===== src/rtl/core/ssc_pkg.sv =====
// Shared types and constants for the subset-sum coverage checker.
`timescale 1ns / 1ps

package ssc_pkg;

  localparam int unsigned ElemW   = 7;
  localparam int unsigned ElemMax = 127;

  typedef enum logic [2:0] {
    S_INIT,
    S_IDLE,
    S_SHIFT,
    S_CHECK,
    S_DONE
  } state_e;

  typedef enum logic [1:0] {
    SRC_MEM,
    SRC_SEED,
    SRC_ZERO
  } src_kind_e;

endpackage


===== src/rtl/core/ssc_if.sv =====
// Valid/ready channel interfaces for elements in and coverage results out.
`timescale 1ns / 1ps

interface ssc_in_if;
  logic                        valid;
  logic                        ready;
  logic [ssc_pkg::ElemW-1:0]   element_value;
  logic                        last_element;

  modport source (output valid, element_value, last_element, input ready);
  modport sink   (input valid, element_value, last_element, output ready);
endinterface

interface ssc_out_if;
  logic valid;
  logic ready;
  logic set_passes;
  logic sum_overflow;

  modport source (output valid, set_passes, sum_overflow, input ready);
  modport sink   (input valid, set_passes, sum_overflow, output ready);
endinterface


===== src/rtl/core/ssc_mem.sv =====
// Bitset word store: one write port, two registered read ports.
`timescale 1ns / 1ps

module ssc_mem #(
  parameter int unsigned DEPTH = 16,
  parameter int unsigned WIDTH = 64,
  parameter int unsigned AW    = 4
) (
  input  logic             clk_i,
  input  logic             we_i,
  input  logic [AW-1:0]    waddr_i,
  input  logic [WIDTH-1:0] wdata_i,
  input  logic [AW-1:0]    raddr_a_i,
  output logic [WIDTH-1:0] rdata_a_o,
  input  logic [AW-1:0]    raddr_b_i,
  output logic [WIDTH-1:0] rdata_b_o
);

  logic [WIDTH-1:0] mem_q [DEPTH];

  always_ff @(posedge clk_i) begin
    if (we_i) begin
      mem_q[waddr_i] <= wdata_i;
    end
  end

  always_ff @(posedge clk_i) begin
    rdata_a_o <= mem_q[raddr_a_i];
    rdata_b_o <= mem_q[raddr_b_i];
  end

endmodule


===== src/rtl/core/ssc_word_unit.sv =====
// Per-word datapath: shifted OR update and range coverage test.
`timescale 1ns / 1ps

module ssc_word_unit #(
  parameter int unsigned WORD_BITS = 64,
  parameter int unsigned RW        = 6,
  parameter int unsigned RelW      = 13
) (
  input  logic [WORD_BITS-1:0]   old_word_i,
  input  logic [WORD_BITS-1:0]   src_hi_i,
  input  logic [WORD_BITS-1:0]   src_lo_i,
  input  logic [RW-1:0]          shift_i,
  input  logic signed [RelW-1:0] lo_rel_i,
  input  logic signed [RelW-1:0] hi_rel_i,
  output logic [WORD_BITS-1:0]   new_word_o,
  output logic                   covered_o
);

  logic [2*WORD_BITS-1:0] cat_shifted;
  logic [WORD_BITS-1:0]   range_mask;

  assign cat_shifted = {src_hi_i, src_lo_i} << shift_i;
  assign new_word_o  = old_word_i | cat_shifted[2*WORD_BITS-1:WORD_BITS];

  always_comb begin
    for (int b = 0; b < WORD_BITS; b++) begin
      range_mask[b] = (lo_rel_i <= RelW'(b)) && (RelW'(b) < hi_rel_i);
    end
  end

  assign covered_o = &(old_word_i | ~range_mask);

endmodule


===== src/rtl/core/subset_sum_coverage_check_core.sv =====
// Subset-sum coverage checker top level: sequencer, bitset store and word datapath.
`timescale 1ns / 1ps

// Elements of one ascending set arrive one per transfer; the marked last element
// closes the set and yields one result (pass or fail, with overflow flagged). The
// reachable-sum bitset lives in a memory of NumWords words of WORD_BITS bits and is
// updated one word per cycle, so a non-zero element that fits holds ready low while
// the bitset is updated; a zero or overflowing element is taken straight from idle.
// The last element adds a range walk, which also clears the bitset, then loads the
// result register, waiting while the previous result is still not taken. After
// reset the block clears the memory before it takes the first element.

module subset_sum_coverage_check_core #(
  parameter int unsigned SUM_BITS  = 1024,
  parameter int unsigned WORD_BITS = 64
) (
  input  logic       clk_i,
  input  logic       rst_ni,
  ssc_in_if.sink     in_i,
  ssc_out_if.source  out_o
);

  localparam int unsigned ElemW    = ssc_pkg::ElemW;
  localparam int unsigned NumWords = (SUM_BITS + WORD_BITS - 1) / WORD_BITS;
  localparam int unsigned AddrW    = (NumWords > 1) ? $clog2(NumWords) : 1;
  localparam int unsigned CntW     = $clog2(NumWords + 2);
  localparam int unsigned TotW     = $clog2(SUM_BITS + 1);
  localparam int unsigned SumW     = TotW + 1;
  localparam int unsigned MaxQ     = ssc_pkg::ElemMax / WORD_BITS;
  localparam int unsigned QW       = (MaxQ > 0) ? $clog2(MaxQ + 1) : 1;
  localparam int unsigned RW       = $clog2(WORD_BITS);
  localparam int unsigned IdxW     = ((CntW > QW) ? CntW : QW) + 2;
  localparam int unsigned RelW     = TotW + 2;
  localparam int unsigned TopBits  = SUM_BITS - (NumWords - 1) * WORD_BITS;
  localparam logic [WORD_BITS-1:0] TopMask = {WORD_BITS{1'b1}} >> (WORD_BITS - TopBits);
  localparam logic [WORD_BITS-1:0] SeedWord = {1'b1, {(WORD_BITS - 1){1'b0}}};

  ssc_pkg::state_e state_q, state_d;

  logic [CntW-1:0]        cnt_q;
  logic [TotW-1:0]        total_q;
  logic                   ovf_q;
  logic                   last_q;
  logic [ElemW-1:0]       elem_q;
  logic [RW-1:0]          r_q;
  logic [QW-1:0]          q_q;
  logic                   pass_q;
  logic [WORD_BITS-1:0]   hi_q;
  logic                   p_vld_q;
  logic                   p_prime_q;
  logic [AddrW-1:0]       p_addr_q;
  ssc_pkg::src_kind_e     p_kind_q;
  logic signed [RelW-1:0] lo_rel_q;
  logic signed [RelW-1:0] hi_rel_q;
  logic                   out_valid_q;
  logic                   out_pass_q;
  logic                   out_ovf_q;

  logic                   accept;
  logic [ElemW-1:0]       in_val;
  logic [SumW-1:0]        sum_c;
  logic                   add_ok;
  logic [QW-1:0]          q_c;
  logic [RW-1:0]          r_c;
  logic                   out_free;

  logic                   issue;
  logic                   prime;
  logic [AddrW-1:0]       raddr_a;
  logic [AddrW-1:0]       raddr_b;
  logic signed [IdxW-1:0] src_idx;
  ssc_pkg::src_kind_e     src_kind;
  logic                   we;
  logic [AddrW-1:0]       waddr;
  logic [WORD_BITS-1:0]   wdata;

  logic [WORD_BITS-1:0]   rdata_a;
  logic [WORD_BITS-1:0]   rdata_b;
  logic [WORD_BITS-1:0]   src_lo;
  logic [WORD_BITS-1:0]   new_word;
  logic                   covered;

  assign in_val   = in_i.element_value;
  assign accept   = in_i.valid && in_i.ready;
  assign sum_c    = SumW'(total_q) + SumW'(in_val);
  assign add_ok   = (in_val != '0) && (sum_c <= SumW'(SUM_BITS));
  assign out_free = !out_valid_q || out_o.ready;

  // element split into whole words and bit offset
  always_comb begin
    q_c = '0;
    r_c = RW'(in_val);
    for (int k = 0; k <= int'(MaxQ); k++) begin
      if (in_val >= ElemW'(k * WORD_BITS)) begin
        q_c = QW'(k);
        r_c = RW'(in_val - ElemW'(k * WORD_BITS));
      end
    end
  end

  always_comb begin
    state_d = state_q;
    unique case (state_q)
      ssc_pkg::S_INIT: begin
        if (cnt_q == CntW'(NumWords - 1)) state_d = ssc_pkg::S_IDLE;
      end
      ssc_pkg::S_IDLE: begin
        if (in_i.valid) begin
          if (add_ok) begin
            state_d = ssc_pkg::S_SHIFT;
          end else if (in_i.last_element) begin
            state_d = ssc_pkg::S_CHECK;
          end
        end
      end
      ssc_pkg::S_SHIFT: begin
        if (cnt_q == CntW'(NumWords + 1)) begin
          state_d = last_q ? ssc_pkg::S_CHECK : ssc_pkg::S_IDLE;
        end
      end
      ssc_pkg::S_CHECK: begin
        if (cnt_q == CntW'(NumWords)) state_d = ssc_pkg::S_DONE;
      end
      ssc_pkg::S_DONE: begin
        if (out_free) state_d = ssc_pkg::S_IDLE;
      end
      default: state_d = ssc_pkg::S_IDLE;
    endcase
  end

  assign src_idx = $signed(IdxW'(NumWords - 1)) - $signed(IdxW'(q_q)) - $signed(IdxW'(cnt_q));
  assign raddr_b = AddrW'(src_idx);

  always_comb begin
    if (!src_idx[IdxW-1]) begin
      src_kind = ssc_pkg::SRC_MEM;
    end else if (src_idx == '1) begin
      src_kind = ssc_pkg::SRC_SEED;
    end else begin
      src_kind = ssc_pkg::SRC_ZERO;
    end
  end

  always_comb begin
    in_i.ready = 1'b0;
    issue      = 1'b0;
    prime      = 1'b0;
    raddr_a    = AddrW'(cnt_q);
    we         = 1'b0;
    waddr      = p_addr_q;
    wdata      = '0;
    unique case (state_q)
      ssc_pkg::S_INIT: begin
        we    = 1'b1;
        waddr = AddrW'(cnt_q);
      end
      ssc_pkg::S_IDLE: begin
        in_i.ready = 1'b1;
      end
      ssc_pkg::S_SHIFT: begin
        issue   = cnt_q <= CntW'(NumWords);
        prime   = cnt_q == '0;
        raddr_a = AddrW'(CntW'(NumWords) - cnt_q);
        we      = p_vld_q;
        wdata   = (p_addr_q == AddrW'(NumWords - 1)) ? (new_word & TopMask) : new_word;
      end
      ssc_pkg::S_CHECK: begin
        issue = cnt_q < CntW'(NumWords);
        we    = p_vld_q;
      end
      ssc_pkg::S_DONE: begin
        in_i.ready = 1'b0;
      end
      default: in_i.ready = 1'b0;
    endcase
  end

  always_comb begin
    unique case (p_kind_q)
      ssc_pkg::SRC_MEM:  src_lo = rdata_b;
      ssc_pkg::SRC_SEED: src_lo = SeedWord;
      default:           src_lo = '0;
    endcase
  end

  always_ff @(posedge clk_i or negedge rst_ni) begin
    if (!rst_ni) begin
      state_q     <= ssc_pkg::S_INIT;
      cnt_q       <= '0;
      total_q     <= '0;
      ovf_q       <= 1'b0;
      last_q      <= 1'b0;
      pass_q      <= 1'b0;
      p_vld_q     <= 1'b0;
      p_prime_q   <= 1'b0;
      out_valid_q <= 1'b0;
    end else begin
      state_q   <= state_d;
      cnt_q     <= (state_q != state_d) ? '0 : cnt_q + 1'b1;
      p_vld_q   <= issue && !prime;
      p_prime_q <= issue && prime;
      if (accept) begin
        last_q <= in_i.last_element;
        if (add_ok) begin
          total_q <= TotW'(sum_c);
        end else if (in_val != '0) begin
          ovf_q <= 1'b1;
        end
      end
      if (state_q == ssc_pkg::S_CHECK) begin
        if (cnt_q == '0) begin
          pass_q <= 1'b1;
        end else if (p_vld_q) begin
          pass_q <= pass_q & covered;
        end
      end
      if (state_q == ssc_pkg::S_DONE && out_free) begin
        out_valid_q <= 1'b1;
        total_q     <= '0;
        ovf_q       <= 1'b0;
      end else if (out_valid_q && out_o.ready) begin
        out_valid_q <= 1'b0;
      end
    end
  end

  always_ff @(posedge clk_i) begin
    if (accept) begin
      elem_q <= in_val;
      q_q    <= q_c;
      r_q    <= r_c;
    end
    p_addr_q <= raddr_a;
    p_kind_q <= src_kind;
    if (state_q == ssc_pkg::S_SHIFT && (p_prime_q || p_vld_q)) begin
      hi_q <= src_lo;
    end
    if (state_q == ssc_pkg::S_CHECK) begin
      if (cnt_q == '0) begin
        lo_rel_q <= $signed(RelW'(elem_q));
        hi_rel_q <= $signed(RelW'(total_q)) - $signed(RelW'(elem_q));
      end else if (p_vld_q) begin
        lo_rel_q <= lo_rel_q - $signed(RelW'(WORD_BITS));
        hi_rel_q <= hi_rel_q - $signed(RelW'(WORD_BITS));
      end
    end
    if (state_q == ssc_pkg::S_DONE && out_free) begin
      out_pass_q <= pass_q && !ovf_q;
      out_ovf_q  <= ovf_q;
    end
  end

  assign out_o.valid        = out_valid_q;
  assign out_o.set_passes   = out_pass_q;
  assign out_o.sum_overflow = out_ovf_q;

  ssc_mem #(
    .DEPTH (NumWords),
    .WIDTH (WORD_BITS),
    .AW    (AddrW)
  ) u_mem (
    .clk_i     (clk_i),
    .we_i      (we),
    .waddr_i   (waddr),
    .wdata_i   (wdata),
    .raddr_a_i (raddr_a),
    .rdata_a_o (rdata_a),
    .raddr_b_i (raddr_b),
    .rdata_b_o (rdata_b)
  );

  ssc_word_unit #(
    .WORD_BITS (WORD_BITS),
    .RW        (RW),
    .RelW      (RelW)
  ) u_word (
    .old_word_i (rdata_a),
    .src_hi_i   (hi_q),
    .src_lo_i   (src_lo),
    .shift_i    (r_q),
    .lo_rel_i   (lo_rel_q),
    .hi_rel_i   (hi_rel_q),
    .new_word_o (new_word),
    .covered_o  (covered)
  );

endmodule


===== src/flat_wrapper.sv =====
// flat-port wrapper written by rule: the top's interface ports become plain ports
module subset_sum_coverage_check_core_flat 
#(
  parameter int unsigned SUM_BITS  = 1024,
  parameter int unsigned WORD_BITS = 64
)
  (clk_i, rst_ni, in_i_valid, in_i_element_value, in_i_last_element, in_i_ready, out_o_valid, out_o_set_passes, out_o_sum_overflow, out_o_ready);
  ssc_in_if in_i_i ();
  ssc_out_if out_o_i ();
  input  logic clk_i;
  input  logic rst_ni;
  input wire logic [$bits(in_i_i.valid)-1:0] in_i_valid;
  input wire logic [$bits(in_i_i.element_value)-1:0] in_i_element_value;
  input wire logic [$bits(in_i_i.last_element)-1:0] in_i_last_element;
  output wire logic [$bits(in_i_i.ready)-1:0] in_i_ready;
  output wire logic [$bits(out_o_i.valid)-1:0] out_o_valid;
  output wire logic [$bits(out_o_i.set_passes)-1:0] out_o_set_passes;
  output wire logic [$bits(out_o_i.sum_overflow)-1:0] out_o_sum_overflow;
  input wire logic [$bits(out_o_i.ready)-1:0] out_o_ready;
  assign in_i_i.valid = in_i_valid;
  assign in_i_i.element_value = in_i_element_value;
  assign in_i_i.last_element = in_i_last_element;
  assign in_i_ready = in_i_i.ready;
  assign out_o_valid = out_o_i.valid;
  assign out_o_set_passes = out_o_i.set_passes;
  assign out_o_sum_overflow = out_o_i.sum_overflow;
  assign out_o_i.ready = out_o_ready;
  subset_sum_coverage_check_core #(.SUM_BITS(SUM_BITS), .WORD_BITS(WORD_BITS)) u_core (.clk_i(clk_i), .rst_ni(rst_ni), .in_i(in_i_i), .out_o(out_o_i));
endmodule

===== config.mk =====
export PLATFORM = sky130hd
export DESIGN_NAME = subset_sum_coverage_check_core_flat
export DESIGN_NICKNAME = d
export VERILOG_FILES = /design/src/rtl/core/ssc_pkg.sv /design/src/rtl/core/ssc_if.sv /design/src/rtl/core/ssc_mem.sv /design/src/rtl/core/ssc_word_unit.sv /design/src/rtl/core/subset_sum_coverage_check_core.sv /design/src/flat_wrapper.sv
export SDC_FILE = /design/constraint.sdc
export NUM_CORES = 2
export LEC_CHECK = 0
export ABC_AREA = 0
export BUFFER_PORTS_ARGS = -buffer_cell sky130_fd_sc_hd__buf_2
export CORE_AREA = 2 2 371 373
export DETAILED_ROUTE_END_ITERATION = 8
export DIE_AREA = 0 0 373 375
export HOLD_SLACK_MARGIN = 0.15
export PLACE_DENSITY = 0.65
export SKIP_CTS_REPAIR_TIMING = 1
export SLEW_MARGIN = 20
export SYNTH_ARGS = -nofsm -noshare
export SYNTH_HDL_FRONTEND = slang
export SYNTH_HIERARCHICAL = 1
export SYNTH_SLANG_ARGS = --single-unit

===== constraint.sdc =====
create_clock -name clk_i -period 9.65 [get_ports clk_i]
set_input_delay 0.965 -clock clk_i [delete_from_list [all_inputs] [get_ports clk_i]]
set_output_delay 0.965 -clock clk_i [all_outputs]
set_load 0.1 [all_outputs]

### Word level (Yosys, flattened, before mapping)

Memories as Yosys holds them, arrays and structs flattened. A register that Yosys moved wholly into a read port is not among the register bits.
Cells that the tools add are included.

* register bits: 137
* latch bits: 0
* bits in writable memories: 1024
* bits in read-only memories: 0
* bits of input ports: 12
* output and inout port bits: 4
* word-level logic and storage cells: 307
* memories: 1

Memories
* u_core.u_mem.mem_q: depth 16, bits a word 64, read ports 2, clocked after Yosys merged registers in 2, write ports 1, RTL line ssc_mem.sv:19 `logic [WIDTH-1:0] mem_q [DEPTH];`

* add/sub/neg operators: 9
* $mul: 0
* divide/modulo/power cells: 0
* magnitude comparators: 132
* equality and inequality tests: 11
* shift operators: 1
* multiplexer cells: 38
* bitwise operators: 4
* reduce and logical (&&, ||, !) cells: 91

Operator list (count)
* $le A13 B7 Y1 const B: 32
* $lt A7 B13 Y1 const A: 32
* $le A13 B6 Y1 const B: 16
* $lt A6 B13 Y1 const A: 16
* $or A64 B64 Y64: 2
* $pmux W64 S2: 1
* $shl A128 B6 Y128: 1
* $le A13 B5 Y1 const B: 8
* $lt A5 B13 Y1 const A: 8
* $logic_and A1 B1 Y1: 72
* $mux W64: 1
* $not A64 Y64: 1
* $reduce_and A64 Y1: 1
* $le A13 B4 Y1 const B: 4
* $lt A4 B13 Y1 const A: 4
* $mux W13: 3
* $mux W11: 3
* $le A13 B3 Y1 const B: 2
* $lt A3 B13 Y1 const A: 2
* $sub A13 B8 Y13 const B: 2
* $mux W3: 7
* $pmux W3 S5: 1
* $le A13 B1 Y1 const B: 1
* $le A13 B2 Y1 const B: 1
* other kinds (40): 65

### Longest topological paths before layout

* depth in word-level cells: 8
* mapped depth: 12
* gate-level depth less buffers: 11

### Modules after synthesis

The synthesis kept the hierarchy.

By module, submodules not included
* ssc_mem: times used 1, cells each 2247, area each 48307.6 µm², seq. area each 33311.9 µm²
* ssc_word_unit: times used 1, cells each 1184, area each 9860.7 µm², seq. area each 0.0 µm²
* subset_sum_coverage_check_core: times used 1, cells each 580, area each 6646.4 µm², seq. area each 3748.6 µm²

### Least setup slack after synthesis

OpenSTA, ideal clock, no wires.

* kind: reg2reg
* start point: register u_core.state_q[0]
* end point: memory u_core.u_mem.mem_q[0][0], enable pin
* library setup time: 565 ps
* data arrival time: 6144 ps
* data required time: 9085 ps
* setup slack: 2942 ps
* cell stages (with the launch flop): 6
* path buffers: 1
* period minus slack after synthesis: 6708 ps
* cells stage by stage: dfrtp_1 clkbuf_1 nor3_1 mux2_2 or3b_2 nor3_1

* elaborated cells on any way between the ends: 8
* those cells by class: eq/ne: 2; mux: 4; reduce/logical: 2

RTL lines
* from (decl): RTL line subset_sum_coverage_check_core.sv:38 `ssc_pkg::state_e state_q, state_d;`
* from (signal assigned): RTL line subset_sum_coverage_check_core.sv:188 `state_q <= ssc_pkg::S_INIT;`
* from (signal assigned): RTL line subset_sum_coverage_check_core.sv:198 `state_q <= state_d;`
* $logic_not A3 Y1: RTL line subset_sum_coverage_check_core.sv:152 `unique case (state_q)`
* $mux W4: RTL line subset_sum_coverage_check_core.sv:152
* via u_core.waddr[2]: RTL line subset_sum_coverage_check_core.sv:74 `logic [AddrW-1:0] waddr;`
* to (decl): RTL line ssc_mem.sv:19

The timed path passes the listed nets, and every way through them passes these cells.

### Worst setup path in the final report

* start point: register u_core.hi_rel_q[12]
* end point: register u_core.pass_q

* cells in the longest elaborated chain, start to end: 8
* elaborated cells on any way between the ends: 134
* those cells by class: order compare: 64; mux: 2; bitwise: 3; reduce/logical: 65

Ends and longest elaborated chain
* from (decl): RTL line subset_sum_coverage_check_core.sv:54 `logic signed [RelW-1:0] hi_rel_q;`
* from (signal assigned): RTL line subset_sum_coverage_check_core.sv:241 `hi_rel_q <= $signed(RelW'(total_q)) - $signed(RelW'(elem_q));`
* from (signal assigned): RTL line subset_sum_coverage_check_core.sv:244 `hi_rel_q <= hi_rel_q - $signed(RelW'(WORD_BITS));`
* $lt A1 B13 Y1, or another cell as far along: RTL line ssc_word_unit.sv:27 `range_mask[b] = (lo_rel_i <= RelW'(b)) && (RelW'(b) < hi_rel_i);`
* $logic_and A1 B1 Y1: RTL line ssc_word_unit.sv:27
* $not A64 Y64 *: RTL line ssc_word_unit.sv:31 `assign covered_o = &(old_word_i | ~range_mask);`
* $or A64 B64 Y64 *: RTL line ssc_word_unit.sv:31
* $reduce_and A64 Y1 *: RTL line ssc_word_unit.sv:31
* via u_core.covered: RTL line subset_sum_coverage_check_core.sv:81 `logic covered;`
* $and A1 B1 Y1 *: RTL line subset_sum_coverage_check_core.sv:214 `pass_q <= pass_q & covered;`
* $mux W1 *: RTL line subset_sum_coverage_check_core.sv:213 `end else if (p_vld_q) begin`
* $mux W1 *: RTL line subset_sum_coverage_check_core.sv:211 `if (cnt_q == '0) begin`
* to (signal assigned): RTL line subset_sum_coverage_check_core.sv:214
* to (decl): RTL line subset_sum_coverage_check_core.sv:47 `logic pass_q;`

The timed path passes the listed nets; every way through them passes the cells marked *. The select of a mux whose other input is x is not followed.
A chain may end at the register's enable or synchronous reset.

==> results.md <==
- Status: finished clean
- Async SR Flop Fraction: 0.0195
- Detail Placement HPWL: 124,000 um
- Clock power frac: 0.214
- Synth top area cells: edfxtp_1, mux4_2, dfxtp_1
- Area of the multi-input gates: 26,300 sq um
- Pwr Density: 358 nW/um^2
- ANT nets after route: 0
- Largest net degree at the start of global routing: 141
- PnR worst setup slack: 4770 ps
- Die Area: 140,000 sq um
- Worst reg-to-reg path cell count: 10
- HP Class: input pin to async pin
- Crit-path cells: buf_4 -> nor3_2 -> nand2_1 -> o21ai_0 -> nor3_1 -> a2111oi_4 -> nand4_1 -> nor4_2 -> o31ai_1 -> o21ai_0
- Area of the mapped netlist: 64,800 sq um
- Count of pins over their slew limit: 0
- GRT Max-Usage Layer: met2
- Peak supply drop: 0.441 mV
- Most common cell in the synthesized netlist: edfxtp_1
- Grt ovf: 0
- Main synth FF type: edfxtp_1
- Seq/Total Area, Yosys: 0.572
- Num rows: 136
- CORE AREA: 136,000 sq um
- Leak: 23.4 nW
- Unique masters post-synth: 96
- CP Data Required Time: 10,360 ps
- Total wire length: 200,000 um
- Largest area contributor in the netlist: edfxtp_1
- FF+latch count, synth: 1,283
- WL/cell: 34.2 um
- GR Util met3: 0.0615
- Post-synth EDFFs: 1,124
- Grt met1 use: 0.388
- Final Hold Fails: 0
- Clk Tree Root Cell: clkbuf_16
- Data arrival time of the worst path: 5590 ps
- Net Sw Frac: 0.387
- RSZ-0062 raised after global routing: false
- Total negative slack: 0 ps
- Most frequent cells after synthesis: edfxtp_1, mux4_2, nand2_1
- GR Layer Usage met2: 0.449
- Gate Count Post-Synth: 4,011
- Clock period minus worst slack: 4880 ps
- Worst setup EP type: register
- Vias in the first global route: 40,411
- Top Family by Delay on Critical Path: simple AND/OR/NAND/NOR gates
- FF/Latch Area: 37,100 sq um
- CP Class: register to register
- CTS Buffer Depth: 3
- Initial DRT Pass Iterations: 6
- Initial antenna violation count: 9
- Net Count, Synth: 4,047
- FMAX: 0.205 GHz
- Comb pwr share: 0.448
- Initial DRC Count: 5,232
- Worst Skew: 32.9 ps
- Layout cell share with drive strength beyond 1: 0.287
- Crit-path max cell delay: 950 ps
- Layout area overhead: 9.87%
- Kind of start point of the critical path: register
- CTS tree: yes
- Top cell type's share of synthesized area: 0.521
- Top-Level Pins: 16
- DR vias: 40,310
- Tcrit/Tclk final: 0.506
- # clock sinks: 1,283
- Worst Setup EP: u_core/pass_q
- Worst skew pair latency: 800 ps
- Psw: 0.00988 W
- Die height: 375 um
- Cell mode on critical path: o21ai_0
- Clk pin slew, worst setup/hold paths: 60 ps
- Routability cong.: 1.01
- Maxcap violations: 0
- Starting Density: 0.476
- Die Width: 373 um
- Via density: 6.91
- Post-Place Cell Area: 66,500 sq um
- Crit. path cell count: 10
- R2r startpoint: u_core/hi_rel_q[12]
- Crit-path slowest cell: o21ai_0
- Worst-Margin Slew: 1200 ps
- Mean post-synth cell area: 16.2 sq um
- Setup Viol. Count Final: 0
- Warnings, synthesis: 6
- Port bufs: 15
- Total Routing Usage GR: 0.285
- Slew headroom: 0.200
- First-pass GRT wire length: 288,000 um
- Worst reg2reg setup slack: 4770 ps
- Post-route cell area: 71,200 sq um
- DRC violation count after routing: 0
- Worst slack, placed: 5020 ps
- WP buf/inv: 1
- CTS Buf Count: 137
- Critical Path Start: u_core/hi_rel_q[12]
- Internal power: 0.0156 W
- R2r endpoint: u_core/pass_q
- Sequential Power Share: 0.338
- Htree depth: 4
- Max Fanout on Critical Path: 64
- Final layout net count: 3,961
- Fillers: 10,879
## power by group through the flow
stage          Combinational, W  Sequential (W)  Clock, W
5_1_grt                  0.0121         0.00868   0.00573
4_1_cts                  0.0113         0.00860   0.00553
3_3_place_gp             0.0112         0.00867         0
3_5_place_dp             0.0113         0.00870         0
6_report                 0.0114         0.00861   0.00545
2_1_floorplan           0.00812         0.00819         0
## cells by family after synthesis
logic type | after synthesis | synth area share
fa+ha+maj | 24 | 0.00486
simple gates | 780 | 0.0597
compound gates | 660 | 0.0722
flops | 1283 | 0.572
mux | 868 | 0.261
xor+xnor | 30 | 0.00405
buf+inv | 366 | 0.0262
## worst reg2reg max path, delay by kind of cell (launching register included)
| kind | cells | cell delay (ps) |
|---|---|---|
| AO/OA/AOI/OAI | 4 | 1700 |
| buffers and inverters | 1 | 350 |
| flip-flops | 1 | 350 |
| AND/OR/NAND/NOR | 5 | 2380 |
## area by class of cell
cell class | count | share of cell area
Timing Repair Buffer | 103 | 0.0110
Clock inverter | 63 | 0.0112
Multi-Input combinational cell | 2362 | 0.369
Sequential cell | 1283 | 0.520
Tap cell | 1794 | 0.0315
Clock buffer | 189 | 0.0546
Antenna cell | 4 | 0.000141
Inverter | 38 | 0.00227
## per-layer routing
metal | vias up | part of all wire
met5 | - | 0.00025
met4 | 8 | 0.042
met3 | 418 | 0.10
met2 | 2421 | 0.47
met1 | 21091 | 0.39
li1 | 16372 | -
## flip-flops by register name, summed over array words and instances, names as in the netlist
register	flops
u_core/out_o.valid	1
u_core/u_mem/mem_q	1024
u_core/hi_rel_q	13
u_core/out_o.sum_overflow	1
u_core/q_q	1
u_core/p_vld_q	1
u_core/total_q	11
u_core/elem_q	7
u_core/lo_rel_q	13
u_core/p_prime_q	1
u_core/hi_q	64
u_core/cnt_q	5
u_core/last_q	1
u_core/state_q	3
u_core/u_mem/rdata_b_o	64
u_core/p_kind_q	2
u_core/ovf_q	1
u_core/p_addr_q	4
u_core/u_mem/rdata_a_o	64
u_core/pass_q	1
u_core/out_o.set_passes	1
## metrics by stage
stage	instances	power, W	hold WS, ps	util
6_report	5836	0.0255	179	0.522
3_5_place_dp	5579	0.0200	473	0.488
3_3_place_gp	5579	0.0199	479	0.488
5_1_grt	5832	0.0265	204	0.522
4_1_cts	5831	0.0254	156	0.522
2_1_floorplan	4011	0.0163	448	-
## worst min-delay path by stage
stage / to / slack [ps] / depth (start not counted)
3_3_place_gp: u_core/out_o.sum_overflow / 480 / 0
2_1_floorplan: u_core/out_o.sum_overflow / 450 / 0
6_report: u_core/state_q[0] / 180 / 1
5_1_grt: u_core/state_q[0] / 200 / 1
4_1_cts: u_core/p_vld_q / 160 / 1
3_5_place_dp: u_core/out_o.sum_overflow / 470 / 0
## layout by cell type, fill, tap and decap left out, types with 37 or more instances in the layout
master     netlist  routed
a211oi_1        37      37
a21oi_1         74      74
a22oi_1        257     257
and2_1         139     137
buf_4           11      84
clkbuf_16        0     139
dfxtp_1        134     134
edfxtp_1      1124    1124
mux2_2          94      94
mux2i_1        124     124
mux4_2         649     649
nand2_1        284     284
nand2b_1        44      44
nor2_1         134     114
o211ai_1        37      37
o21ai_0        103     102
No activity file was read; power rests on OpenSTA's default activity.
